**src/design/des_block_cipher_unit_defines.svh**
```systemverilog
// Assertion macros shared by the cipher unit.
`ifndef DES_BLOCK_CIPHER_UNIT_DEFINES_SVH
`define DES_BLOCK_CIPHER_UNIT_DEFINES_SVH
`define DES_ASSERT_IMPL(lbl, a, c) \
  lbl: assert property (@(posedge clk) disable iff (!rst_n) (a) |-> (c)) \
    else $error("assertion failed");
`define DES_ASSERT_NEXT(lbl, a, c) \
  lbl: assert property (@(posedge clk) disable iff (!rst_n) (a) |=> (c)) \
    else $error("assertion failed");
`endif

```
**src/design/des_pkg.sv**
```systemverilog
package des_pkg;

  localparam int unsigned BlockW = 64;
  localparam int unsigned KeyW   = 64;
  localparam int unsigned SubW   = 48;
  localparam int unsigned Rounds = 16;

  typedef logic [27:0] half_key_t;
  typedef logic [SubW-1:0] subkey_t;

  typedef struct packed {
    logic        enc;
    logic [31:0] l;
    logic [31:0] r;
    half_key_t   c;
    half_key_t   d;
  } round_data_t;

  typedef logic [7:0] tab64_t [64];

  localparam tab64_t IpTab = '{
    58,50,42,34,26,18,10,2, 60,52,44,36,28,20,12,4,
    62,54,46,38,30,22,14,6, 64,56,48,40,32,24,16,8,
    57,49,41,33,25,17,9,1, 59,51,43,35,27,19,11,3,
    61,53,45,37,29,21,13,5, 63,55,47,39,31,23,15,7};

  localparam tab64_t FpTab = '{
    40,8,48,16,56,24,64,32, 39,7,47,15,55,23,63,31,
    38,6,46,14,54,22,62,30, 37,5,45,13,53,21,61,29,
    36,4,44,12,52,20,60,28, 35,3,43,11,51,19,59,27,
    34,2,42,10,50,18,58,26, 33,1,41,9,49,17,57,25};

  localparam logic [7:0] ETab [48] = '{
    32,1,2,3,4,5, 4,5,6,7,8,9, 8,9,10,11,12,13, 12,13,14,15,16,17,
    16,17,18,19,20,21, 20,21,22,23,24,25, 24,25,26,27,28,29, 28,29,30,31,32,1};

  localparam logic [7:0] PTab [32] = '{
    16,7,20,21,29,12,28,17, 1,15,23,26,5,18,31,10,
    2,8,24,14,32,27,3,9, 19,13,30,6,22,11,4,25};

  localparam logic [7:0] Pc1Tab [56] = '{
    57,49,41,33,25,17,9,1, 58,50,42,34,26,18,10,2,
    59,51,43,35,27,19,11,3, 60,52,44,36,
    63,55,47,39,31,23,15,7, 62,54,46,38,30,22,14,6,
    61,53,45,37,29,21,13,5, 28,20,12,4};

  localparam logic [7:0] Pc2Tab [48] = '{
    14,17,11,24,1,5,3,28,15,6,21,10,23,19,12,4,26,8,16,7,27,20,13,2,
    41,52,31,37,47,55,30,40,51,45,33,48,44,49,39,56,34,53,46,42,50,36,29,32};

  localparam logic [1:0] RotTab [16] = '{1,1,2,2,2,2,2,2,1,2,2,2,2,2,2,1};

  localparam logic [3:0] SboxTab [8][64] = '{
    '{14,4,13,1,2,15,11,8,3,10,6,12,5,9,0,7, 0,15,7,4,14,2,13,1,10,6,12,11,9,5,3,8,
      4,1,14,8,13,6,2,11,15,12,9,7,3,10,5,0, 15,12,8,2,4,9,1,7,5,11,3,14,10,0,6,13},
    '{15,1,8,14,6,11,3,4,9,7,2,13,12,0,5,10, 3,13,4,7,15,2,8,14,12,0,1,10,6,9,11,5,
      0,14,7,11,10,4,13,1,5,8,12,6,9,3,2,15, 13,8,10,1,3,15,4,2,11,6,7,12,0,5,14,9},
    '{10,0,9,14,6,3,15,5,1,13,12,7,11,4,2,8, 13,7,0,9,3,4,6,10,2,8,5,14,12,11,15,1,
      13,6,4,9,8,15,3,0,11,1,2,12,5,10,14,7, 1,10,13,0,6,9,8,7,4,15,14,3,11,5,2,12},
    '{7,13,14,3,0,6,9,10,1,2,8,5,11,12,4,15, 13,8,11,5,6,15,0,3,4,7,2,12,1,10,14,9,
      10,6,9,0,12,11,7,13,15,1,3,14,5,2,8,4, 3,15,0,6,10,1,13,8,9,4,5,11,12,7,2,14},
    '{2,12,4,1,7,10,11,6,8,5,3,15,13,0,14,9, 14,11,2,12,4,7,13,1,5,0,15,10,3,9,8,6,
      4,2,1,11,10,13,7,8,15,9,12,5,6,3,0,14, 11,8,12,7,1,14,2,13,6,15,0,9,10,4,5,3},
    '{12,1,10,15,9,2,6,8,0,13,3,4,14,7,5,11, 10,15,4,2,7,12,9,5,6,1,13,14,0,11,3,8,
      9,14,15,5,2,8,12,3,7,0,4,10,1,13,11,6, 4,3,2,12,9,5,15,10,11,14,1,7,6,0,8,13},
    '{4,11,2,14,15,0,8,13,3,12,9,7,5,10,6,1, 13,0,11,7,4,9,1,10,14,3,5,12,2,15,8,6,
      1,4,11,13,12,3,7,14,10,15,6,8,0,5,9,2, 6,11,13,8,1,4,10,7,9,5,0,15,14,2,3,12},
    '{13,2,8,4,6,15,11,1,10,9,3,14,5,0,12,7, 1,15,13,8,10,3,7,4,12,5,6,11,0,14,9,2,
      7,11,4,1,9,12,14,2,0,6,10,13,15,3,5,8, 2,1,14,7,4,10,8,13,15,12,9,0,3,5,6,11}};

  function automatic logic [63:0] perm64(input logic [63:0] v, input tab64_t tab);
    logic [63:0] r;
    for (int i = 0; i < 64; i++) r[63-i] = v[64 - int'(tab[i])];
    return r;
  endfunction

  function automatic logic [55:0] pc1(input logic [63:0] v);
    logic [55:0] r;
    for (int i = 0; i < 56; i++) r[55-i] = v[64 - int'(Pc1Tab[i])];
    return r;
  endfunction

  function automatic subkey_t pc2(input half_key_t c, input half_key_t d);
    logic [55:0] cd;
    subkey_t     r;
    cd = {c, d};
    for (int i = 0; i < 48; i++) r[47-i] = cd[56 - int'(Pc2Tab[i])];
    return r;
  endfunction

  function automatic half_key_t rotl(input half_key_t v, input logic [1:0] s);
    half_key_t r;
    r = (s == 2'd2) ? {v[25:0], v[27:26]} : {v[26:0], v[27]};
    return r;
  endfunction

  function automatic half_key_t rotr(input half_key_t v, input logic [1:0] s);
    half_key_t r;
    r = (s == 2'd2) ? {v[1:0], v[27:2]} : {v[0], v[27:1]};
    return r;
  endfunction

  function automatic logic [31:0] feistel(input logic [31:0] h, input subkey_t k);
    logic [47:0] x;
    logic [31:0] s;
    logic [5:0]  six;
    logic [31:0] p;
    for (int i = 0; i < 48; i++) x[47-i] = h[32 - int'(ETab[i])];
    x = x ^ k;
    for (int b = 0; b < 8; b++) begin
      six = x[47-6*b -: 6];
      s[31-4*b -: 4] = SboxTab[b][{six[5], six[0], six[4:1]}];
    end
    for (int i = 0; i < 32; i++) p[31-i] = s[32 - int'(PTab[i])];
    return p;
  endfunction

endpackage

```
**src/design/des_round.sv**
```systemverilog
module des_round #(
  parameter int unsigned RoundIdx = 0
) (
  input  logic                 clk,
  input  logic                 rst_n,
  input  logic                 adv,
  input  logic                 vld_in,
  input  des_pkg::round_data_t d_in,
  output logic                 vld_out,
  output des_pkg::round_data_t d_out
);
  import des_pkg::*;

  round_data_t dat_r, dat_nxt;
  logic        vld_r;
  half_key_t   c_e, d_e;
  subkey_t     sk;

  // Encryption rotates left before the round; decryption uses the key as is,
  // then rotates right afterwards.
  always_comb begin
    c_e = d_in.enc ? rotl(d_in.c, RotTab[RoundIdx]) : d_in.c;
    d_e = d_in.enc ? rotl(d_in.d, RotTab[RoundIdx]) : d_in.d;
    sk  = pc2(c_e, d_e);
    dat_nxt.enc = d_in.enc;
    dat_nxt.l   = d_in.r;
    dat_nxt.r   = d_in.l ^ feistel(d_in.r, sk);
    dat_nxt.c   = d_in.enc ? c_e : rotr(c_e, RotTab[Rounds-1-RoundIdx]);
    dat_nxt.d   = d_in.enc ? d_e : rotr(d_e, RotTab[Rounds-1-RoundIdx]);
  end

  always_ff @(posedge clk) begin
    if (!rst_n) begin
      vld_r <= 1'b0;
    end else if (adv) begin
      vld_r <= vld_in;
    end
  end

  always_ff @(posedge clk) begin
    if (adv) begin
      dat_r <= dat_nxt;
    end
  end

  assign vld_out = vld_r;
  assign d_out   = dat_r;
endmodule

```
**config.mk**
```make
export PLATFORM = sky130hd
export DESIGN_NAME = des_round
export DESIGN_NICKNAME = d
export VERILOG_FILES = /design/src/design/des_block_cipher_unit_defines.svh /design/src/design/des_pkg.sv /design/src/design/des_round.sv
export SDC_FILE = /design/constraint.sdc
export NUM_CORES = 1
export LEC_CHECK = 0
export BUFFER_PORTS_ARGS = -buffer_cell sky130_fd_sc_hd__buf_2
export CAP_MARGIN = 20
export CELL_PAD_IN_SITES_DETAIL_PLACEMENT = 0
export CELL_PAD_IN_SITES_GLOBAL_PLACEMENT = 2
export CORE_ASPECT_RATIO = 1.5
export CORE_MARGIN = 5
export CORE_UTILIZATION = 39
export CTS_CLUSTER_DIAMETER = 120
export DETAILED_ROUTE_END_ITERATION = 6
export PLACE_DENSITY = 0.86
export SLEW_MARGIN = 20
export SYNTH_ARGS = -nofsm -noshare
export SYNTH_HDL_FRONTEND = slang
export SYNTH_SLANG_ARGS = --single-unit
```
**constraint.sdc**
```tcl
create_clock -name clk -period 5.5 [get_ports clk]
set_input_delay 0.825 -clock clk [delete_from_list [all_inputs] [get_ports clk]]
set_output_delay 0.825 -clock clk [all_outputs]
set_load 0.05 [all_outputs]
```
==> flow_metrics.tcl, run 1 <==
set metrics [dict create \
    status "complete, no violations" \
    synth_ff_type "edfxtp_1" \
    hold_viol_final 0 \
    dpl_worst_slack_ns 1.333 \
    numCtsBuffers 17 \
    dp.final_hpwl_um 23300 \
    cp_data_required_time_ns 5.69 \
    post_cts_buffers 0 \
    num_antenna_cells 0 \
    p_total_w 0.004281 \
    gr-usage-all-layers 0.1948 \
    crit_type "in2reg" \
    grt_pass1_vias 8381 \
    clock.fmax_mhz 267.0 \
    use_met2 0.3627 \
    comb_power_share 0.449 \
    core_mm2 0.02722 \
    grt_busiest_layer "met2" \
    sequentialPowerShare 0.283 \
    clkPwrFrac 0.267 \
    synth-edff-count 121 \
    hold_ws_ns 0.5218 \
    viasPerCell 5.450 \
    use_met3 0.04607 \
    clk_pin_slew_worst_paths_ns 0.06 \
    ys_seq_area_frac 0.3406 \
    p_leak_nw 5.252 \
    place_congestion 0.8676 \
    vias 8317 \
    cp_max_fo 62 \
    grt_max_degree 71 \
    final.setup.tns_ns 0 \
    final_nets 1359 \
    slew_headroom 0.2800 \
    wl_per_cell_um 20.00 \
    global_route.overflow_total 0 \
    ant_nets 0 \
    numPortBuffers 246 \
    report.final.slew_viol_count 0 \
    min_period_ns 3.745 \
    peakVddDrop_v 0.0002540 \
    first_pass_iters 4 \
    synth_async_sr_flop_share 0 \
    ys_ff_latch 122 \
    drv_cap 0 \
    cp.arrival_ns 3.94 \
    clk_path_buf_depth 2 \
    p_sw_frac 0.4005 \
    clock-sinks 122 \
    end_kind "register" \
    worstSkewPairLatency_ns 0.44 \
    area_delta_synth_final_pct 19.47 \
    p_int_w 0.002566 \
    syn-instance-count 936 \
    row_count 74 \
    drt_wl_total_um 30530 \
    nFillCells 2540 \
    grt_pass1_wl_um 47730 \
    switching_power_w 0.001715 \
    netlist_top_cells_area "edfxtp_1 34%, mux2i_1 8.2%, ha_1 7.2%, mux2_2 6.6%, xnor2_1 5.1%" \
    post_cts_resized 0 \
    synth_most_common_cell "edfxtp_1" \
    htree_levels 4 \
    fin_skew_ns 0 \
    antenna_found_initial 0 \
    ios 247 \
    dieHeight_um 213.1 \
    hold_path.class "reg2reg" \
    tritoncts "done" \
    die_w_um 145.4 \
    netlist_area_mm2 0.01073 \
    drive_gt1_frac 0.3682 \
    drcViolationCount 0 \
    rsz0062_at_grt "no" \
    syn-num-nets 1123 \
    syn_area_per_cell_um2 11.46 \
    ys_top_cells_by_count "121 x edfxtp_1, 88 x mux2i_1, 63 x mux2_2, 63 x xnor2_1, 62 x ha_1" \
    postLayoutSetupSlackWorst_ns 1.755 \
    max_slew.worst_pin.slew_ns 1.072 \
    hold_buffers 0 \
    grt_util_met1 0.2147 \
    period_share 0.6810 \
    synth_warnings 0 \
    cts_root_buf "clkbuf_16" \
    start_kind "primary input" \
    yosysUniqueCellTypes 67 \
    synth_top_area_frac 0.3387 \
    powerDensity_mw_per_mm2 334.0 \
    setup_viol 0 \
    die_area_mm2 0.03099 \
    synth_area_leader_cell "edfxtp_1" \
    final_util 0.4708 \
    start_util 0.3941 \
    first_iter_violations 415 \
]
[layout make-up]
type	count	area (um2)	area share
Clock buffer	18	429.2	0.03349
Clock inverter	13	152.6	0.01191
Inverter	45	168.9	0.01318
Multi-Input combinational cell	719	6574	0.5129
Sequential cell	122	3654	0.2851
Tap cell	342	427.9	0.03339
Timing Repair Buffer	267	1410	0.1100
[worst max-delay path: stages]
cell      delay, ns
buf_6          0.50
mux2i_1        0.24
xnor2_1        0.70
ha_1           0.48
nor3_1         0.41
a31oi_1        0.15
a311oi_1       0.29
a21oi_1        0.08
xnor2_1        0.17
[kinds of logic after synthesis]
| logic type | synth area share |
|---|---|
| AO/OA/AOI/OAI | 0.1270 |
| buffers and inverters | 0.04735 |
| flip-flops | 0.3406 |
| adder cells (fa/ha/maj) | 0.07231 |
| XOR/XNOR | 0.1190 |
| AND/OR/NAND/NOR | 0.06263 |
| multiplexers | 0.2312 |
[registers in the layout, indices dropped and copies added (netlist names)]
name,flops
d_out,121
vld_out,1
[cell usage in the layout (no fill, tap or decap), types with 7 or more instances in the layout]
cell type,netlist,layout
a211oi_1,20,20
a21oi_1,32,32
a311oi_1,7,7
a31oi_1,7,7
buf_2,19,244
buf_4,5,21
clkbuf_16,0,17
edfxtp_1,121,121
ha_1,62,62
inv_1,39,39
mux2_2,63,63
mux2i_1,88,88
mux2i_4,12,12
mux4_2,24,24
nand2_1,51,51
nand3_1,15,15
nor2_1,41,41
nor3_1,23,23
o211ai_1,26,26
o21ai_0,38,38
o22ai_1,7,7
xnor2_1,63,62
xnor2_2,16,17
xor2_1,30,30
xor2_2,9,9
[metal layers]
metal / wire length, um / part of all wire
met3: 1679 / 0.055
met4: 658 / 0.022
met5: 0 / 0
met2: 16530 / 0.54
met1: 11660 / 0.38
[power by group through the flow]
stage | logic [W] | clock network [W] | registers, W
2_1_floorplan | 0.00104 | 0 | 0.00167
3_3_place_gp | 0.00192 | 0 | 0.00123
3_5_place_dp | 0.00193 | 0 | 0.00123
4_1_cts | 0.00194 | 0.00117 | 0.00122
5_1_grt | 0.00208 | 0.00121 | 0.00123
6_report | 0.00192 | 0.00114 | 0.00121
[stage by stage]
stage | instance area (um2) | instances
2_1_floorplan | 10730 | 936
3_3_place_gp | 12230 | 1495
6_report | 12820 | 1526
4_1_cts | 12820 | 1526
5_1_grt | 12820 | 1526
3_5_place_dp | 12230 | 1495
[worst paths after layout]
kind	depth (start not counted)	startpoint	slack, ns	end
worst max-delay path	9	d_in[120]	1.75	d_out[85]
worst min-delay path	2	vld_out	0.52	vld_out
worst min register to register	2	vld_out	0.52	vld_out
worst max register to register	2	vld_out	4.91	vld_out
Power figures use the tool's default switching activity.
==> run 2, diff against run 1 <==
- ABC_AREA: not set -> 1
- CORE_UTILIZATION: 39 -> 30
- PLACE_DENSITY: 0.86 -> 0.8
- clock period: 5.5 -> 3.85 ns (I/O delays scaled with it)
==> run 2 against run 1 <==
Net effect:
- first-iteration DRC count up 100%
- hold slack got worse by 0.18 ns
- non-clock buffer count fell by 15
- critical path type unchanged
- clock skew unchanged
- highest routed layer is now met5
==> flow_metrics.tcl, run 2 <==
set metrics [dict create \
    status "complete, no violations" \
    die_area_mm2 0.03986 \
    crit_type "in2reg" \
    hold_viol_final 0 \
    grt_pass1_vias 10850 \
    wl_per_cell_um 16.67 \
    numPortBuffers 246 \
    synth-edff-count 121 \
    setup.reg_to_reg.worst_slack_ns 3.17 \
    synth_xor_area_frac 0.02033 \
    ys_seq_area_frac 0.3393 \
    nFillCells 3959 \
    hold_path.class "in2reg" \
    peakVddDrop_v 0.0002768 \
    cp_max_fo 15 \
    final_common_cell "nand2_1" \
    multi_input_area_mm2 0.006275 \
    hold_start "d_in[59]" \
    syn-instance-count 1583 \
    ys_ff_latch 122 \
    setup_viol 0 \
    ys_top_cells_by_count "733 x nand2_1, 356 x nand3_1, 127 x inv_1, 121 x edfxtp_1, 62 x ha_1" \
    netlist_top_cells_area "edfxtp_1 34%, nand2_1 26%, nand3_1 17%, ha_1 7.2%, inv_1 4.4%" \
    min_period_ns 2.614 \
    grt_max_degree 81 \
    slew_headroom 0.4399 \
    drt_wl_total_um 38530 \
    ios 247 \
    first_pass_iters 5 \
    max_slew.worst_pin.slew_ns 0.8401 \
    synth_most_common_cell "nand2_1" \
    drv_cap 0 \
    core_mm2 0.03573 \
    clock-sinks 122 \
    vias 11100 \
    antenna_found_initial 12 \
    clk_pin_slew_worst_paths_ns 0.06 \
    first_iter_violations 847 \
    drcViolationCount 0 \
    yosysUniqueCellTypes 29 \
    whs_endpoint "d_out[91]" \
    synth_fa_ha_area_frac 0.07203 \
    gr-usage-all-layers 0.1924 \
    synthMuxAreaShare 0 \
    numCtsBuffers 17 \
    area_delta_synth_final_pct 20.66 \
    synth_compound_area_frac 0.02300 \
    row_count 85 \
    cp_data_required_time_ns 4.05 \
    r2r_start "vld_out" \
    holdPathStages 1 \
    worstSkewPairLatency_ns 0.44 \
    synth_top_family_by_area "simple AND/OR/NAND/NOR gates" \
    worstReg2RegEnd "vld_out" \
    clock.fmax_mhz 382.6 \
    end_kind "register" \
    tritoncts "done" \
    grt_pass1_wl_um 59830 \
    place_congestion 0.8749 \
    cp_slowest_cell "ha_1" \
    global_route.overflow_total 0 \
    p_total_w 0.005592 \
    crit_path_frequent_cell "nand2_1" \
    rsz0062_at_grt "no" \
    register_area_mm2 0.003654 \
    post_cts_resized 0 \
    htree_levels 4 \
    clk_path_buf_depth 2 \
    period_share 0.6788 \
    synth_area_leader_cell "edfxtp_1" \
    layout_common_cells "733 x nand2_1, 356 x nand3_1, 244 x buf_2" \
    netlist_area_mm2 0.01077 \
    crit_chain "buf_4 -> buf_4 -> buf_4 -> nand2_1 -> nand2_1 -> nand2_1 -> nand2_1 -> ha_1 -> inv_1 -> nand2_1 -> nand3_1 -> nand3_1 -> nand3_1 -> nand2_1 -> nand2_1 -> nand2_1" \
    synth_warnings 0 \
    start_util 0.3014 \
    r2r_cells 2 \
    p_leak_nw 6.900 \
    hold_buffers 0 \
    post_cts_buffers 0 \
    syn-num-nets 1770 \
    cts_root_buf "clkbuf_16" \
    die_w_um 164.7 \
    cp.arrival_ns 2.81 \
    synth_async_sr_flop_share 0 \
    synth_top_area_frac 0.3374 \
    dp.final_hpwl_um 30790 \
    final.setup.tns_ns 0 \
    synth_simple_gate_area_frac 0.4673 \
    largest_register_ffs 121 \
    cp_slowest_stage_delay_ns 0.33 \
    viasPerCell 4.801 \
    start_kind "primary input" \
    final_nets 2004 \
    synth_ff_type "edfxtp_1" \
    report.final.slew_viol_count 0 \
    dieHeight_um 242.0 \
    ant_nets 0 \
    fin_skew_ns 0 \
    powerDensity_mw_per_mm2 430.3 \
    drive_gt1_frac 0.1989 \
    syn_area_per_cell_um2 6.803 \
]
[run 2: cell types whose count changed after synthesis, moves of 20 or more]
| cell | change |
|---|---|
| nand3_1 | +341 |
| mux2i_1 | -88 |
| xnor2_1 | -63 |
| nand2_1 | +682 |
| a21oi_1 | -28 |
| a211oi_1 | -20 |
| inv_1 | +88 |
| mux2_2 | -63 |
| o211ai_1 | -26 |
| nand2_2 | +45 |
| nor2_1 | -38 |
| xor2_1 | -23 |
| mux4_2 | -24 |
| nor3_1 | -22 |
[run 2: kinds of logic after synthesis]
group,after synthesis
simple gates,1162
flops,122
xor+xnor,16
buf+inv,179
fa+ha+maj,62
compound gates,42
[run 2: layout make-up]
class	instances	share of cell area
antenna	4	0.0007703
clock buffer	19	0.03332
clock inverter	13	0.01358
inverter	142	0.04141
multi-input combinational	1282	0.4829
sequential	122	0.2812
tap	478	0.04603
timing repair buffer	252	0.1008
[run 2: critical path: cells and delay by family]
family / cells / cell delay [ns]
and+or+nand+nor: 11 / 1.21
adders and majority gates: 1 / 0.33
buffers and inverters: 4 / 0.68
[run 2: layer usage]
metal,GRT usage,vias to the layer above,share of wire
met5,0,-,0.0021
met4,0.05973,14,0.024
met3,0.04817,52,0.065
met2,0.3426,323,0.50
met1,0.2239,5077,0.41
li1,-,5635,-
[run 2: worst max path at each step]
stage                           end  cells past startpoint  slack (ns)       from
after global placement    d_out[77]                     15        0.78  d_in[120]
after CTS                 d_out[77]                     16        1.26  d_in[120]
after detailed placement  d_out[77]                     16        0.79  d_in[120]
after floorplan           d_out[56]                     17        1.33  d_in[120]
final                     d_out[59]                     16        1.24  d_in[120]
after global routing      d_out[63]                     15        1.02  d_in[120]
[run 2: stage by stage]
| stage | instances | setup slack (ns) | hold slack (ns) | util | cell area (um2) |
|---|---|---|---|---|---|
| after floorplan | 1583 | 1.330 | 0.6710 | - | 10770 |
| after global placement | 2276 | 0.7797 | 0.5257 | 0.3463 | 12370 |
| after detailed placement | 2276 | 0.7907 | 0.5567 | 0.3463 | 12370 |
| after CTS | 2308 | 1.262 | 0.3117 | 0.3633 | 12980 |
| after global routing | 2309 | 1.017 | 0.3345 | 0.3634 | 12990 |
| final | 2312 | 1.236 | 0.3442 | 0.3636 | 12990 |
[run 2: where the power goes]
| group | internal [W] | switching, W | leakage (nW) |
|---|---|---|---|
| sequential | 0.00165 | 0.0000398 | 1.19 |
| clock | 0.00108 | 0.000643 | 0.296 |
| combinational | 0.000578 | 0.00161 | 5.41 |
==> run 3, diff against run 2 <==
- CORE_UTILIZATION: 30 -> 27
- PLACE_DENSITY: 0.8 -> 0.76
- clock period: 3.85 -> 2.2 ns (I/O delays scaled with it)
==> run 3 against run 2 <==
Net effect:
- core utilization grew 0.14 points
- highest routed layer unchanged
- worst setup slack got worse by 1.0 ns
- clock-buffer cell count down 1
- cell count grew 7.7%
- largest cell class unchanged
- final area grew 11%
- combinational power is 96% higher
- critical path type unchanged
==> flow_metrics.tcl, run 3 (synthesis gave the netlist of run 2 again) <==
set metrics [dict create \
    cp_max_fo 12 \
    ant_nets 0 \
    min_period_ns 1.988 \
    clock-sinks 122 \
    drcViolationCount 0 \
    post_cts_buffers 0 \
    cts_root_buf "clkbuf_16" \
    viasPerCell 4.665 \
    drive_gt1_frac 0.2660 \
    period_share 0.9037 \
    numPortBuffers 246 \
    post_cts_resized 0 \
    ios 247 \
    antenna_found_initial 4 \
    dieHeight_um 254.6 \
    start_util 0.2732 \
    die_w_um 173.1 \
    powerDensity_mw_per_mm2 708.6 \
    clock.fmax_mhz 503.0 \
    setup_viol 0 \
    first_iter_violations 689 \
    gr-usage-all-layers 0.1797 \
    grt_pass1_wl_um 62310 \
    start_kind "primary input" \
    cp_data_required_time_ns 2.39 \
    dpl_worst_slack_ns -0.2561 \
    end_kind "register" \
    hold_path.class "in2reg" \
    htree_levels 4 \
    dp.final_hpwl_um 33430 \
    layout_common_cells "732 x nand2_1, 356 x nand3_1, 244 x buf_2" \
    fin_skew_ns 0 \
    global_route.overflow_total 0 \
    first_pass_iters 5 \
    area_delta_synth_final_pct 33.60 \
    postLayoutSetupSlackWorst_ns 0.2119 \
    num_antenna_cells 0 \
    p_total_w 0.01020 \
    max_slew.worst_pin.slew_ns 0.4206 \
    crit_type "in2reg" \
    largest_register_ffs 121 \
    row_count 89 \
    vias 11610 \
    grt_pass1_vias 11320 \
    p_leak_nw 7.705 \
    final_nets 2163 \
    drv_cap 0 \
    tritoncts "done" \
    final_common_cell "nand2_1" \
    status "complete, no violations" \
    hold_buffers 0 \
    wl_per_cell_um 16.08 \
    numCtsBuffers 17 \
    cp.arrival_ns 2.18 \
    report.final.slew_viol_count 0 \
    slew_headroom 0.7177 \
    core_mm2 0.03942 \
    rsz0062_at_grt "no" \
    peakVddDrop_v 0.0003804 \
    clk_pin_slew_worst_paths_ns 0.06 \
    place_congestion 0.9054 \
    nFillCells 4322 \
    worstSkewPairLatency_ns 0.43 \
    hold_ws_ns 0.1107 \
    clk_path_buf_depth 2 \
    grt_max_degree 42 \
    drt_wl_total_um 40030 \
    die_area_mm2 0.04406 \
    hold_viol_final 0 \
    final_util 0.3650 \
]
[run 3: changes by cell type in the layout (fill, tap and decap cells not counted), moves of 2 or more]
cell      previous run  this run
buf_12               2        14
ha_4                 0         3
buf_4                5       152
diode_2              4         0
ha_1                62        59
clkinv_4             3         5
inv_6                1         3
[run 3: metrics by stage]
stage	cells	instance area (um2)	setup TNS, ns
floorplan	1583	10810	0
detailed placement	2457	13790	-6.060
global placement	2457	13790	-4.975
finish	2489	14390	0
CTS	2489	14390	0
global route	2489	14390	0
[run 3: final timing paths]
| path | startpoint | end | slack [ns] | depth (start not counted) |
|---|---|---|---|---|
| worst min-delay path | d_in[59] | d_out[91] | 0.11 | 1 |
| worst max-delay path | d_in[120] | d_out[80] | 0.21 | 16 |
| worst max register to register | vld_out | vld_out | 1.57 | 2 |
| worst min register to register | vld_out | vld_out | 0.55 | 2 |
[run 3: worst max-delay path, cell delays in order]
cell	delay, ns
buf_4	0.15
buf_4	0.20
nand2_1	0.18
nand2_1	0.10
nand2_1	0.07
nand2_1	0.06
ha_1	0.32
inv_1	0.08
nand2_1	0.16
nand3_1	0.13
nand2_1	0.08
nand2_1	0.05
nand3_1	0.09
nand2_1	0.06
nand2_1	0.06
nand2_1	0.04
[run 3: layer usage]
layer,GRT usage,up-vias,routed length [um]
met5,0,-,47
met4,0.06025,6,1046
met3,0.04093,46,2069
met2,0.3343,323,20710
met1,0.2033,5296,16160
li1,-,5941,-
[run 3: area by class of cell]
cell class,count,area [um2],area share
multi-input cells,1282,6315,0.4389
well taps,500,625.6,0.04348
flip-flops and latches,122,3654,0.2539
clock buffers,18,429.2,0.02983
clock inverters,14,172.7,0.01200
repair buffers,411,2654,0.1845
inverters,142,538.0,0.03739
[run 3: where the power goes]
group | total [W] | leakage [nW] | switching [W] | internal [W]
clock network | 0.00295 | 0.292 | 0.00116 | 0.00179
logic | 0.00430 | 6.22 | 0.00292 | 0.00138
registers | 0.00295 | 1.19 | 0.0000679 | 0.00288
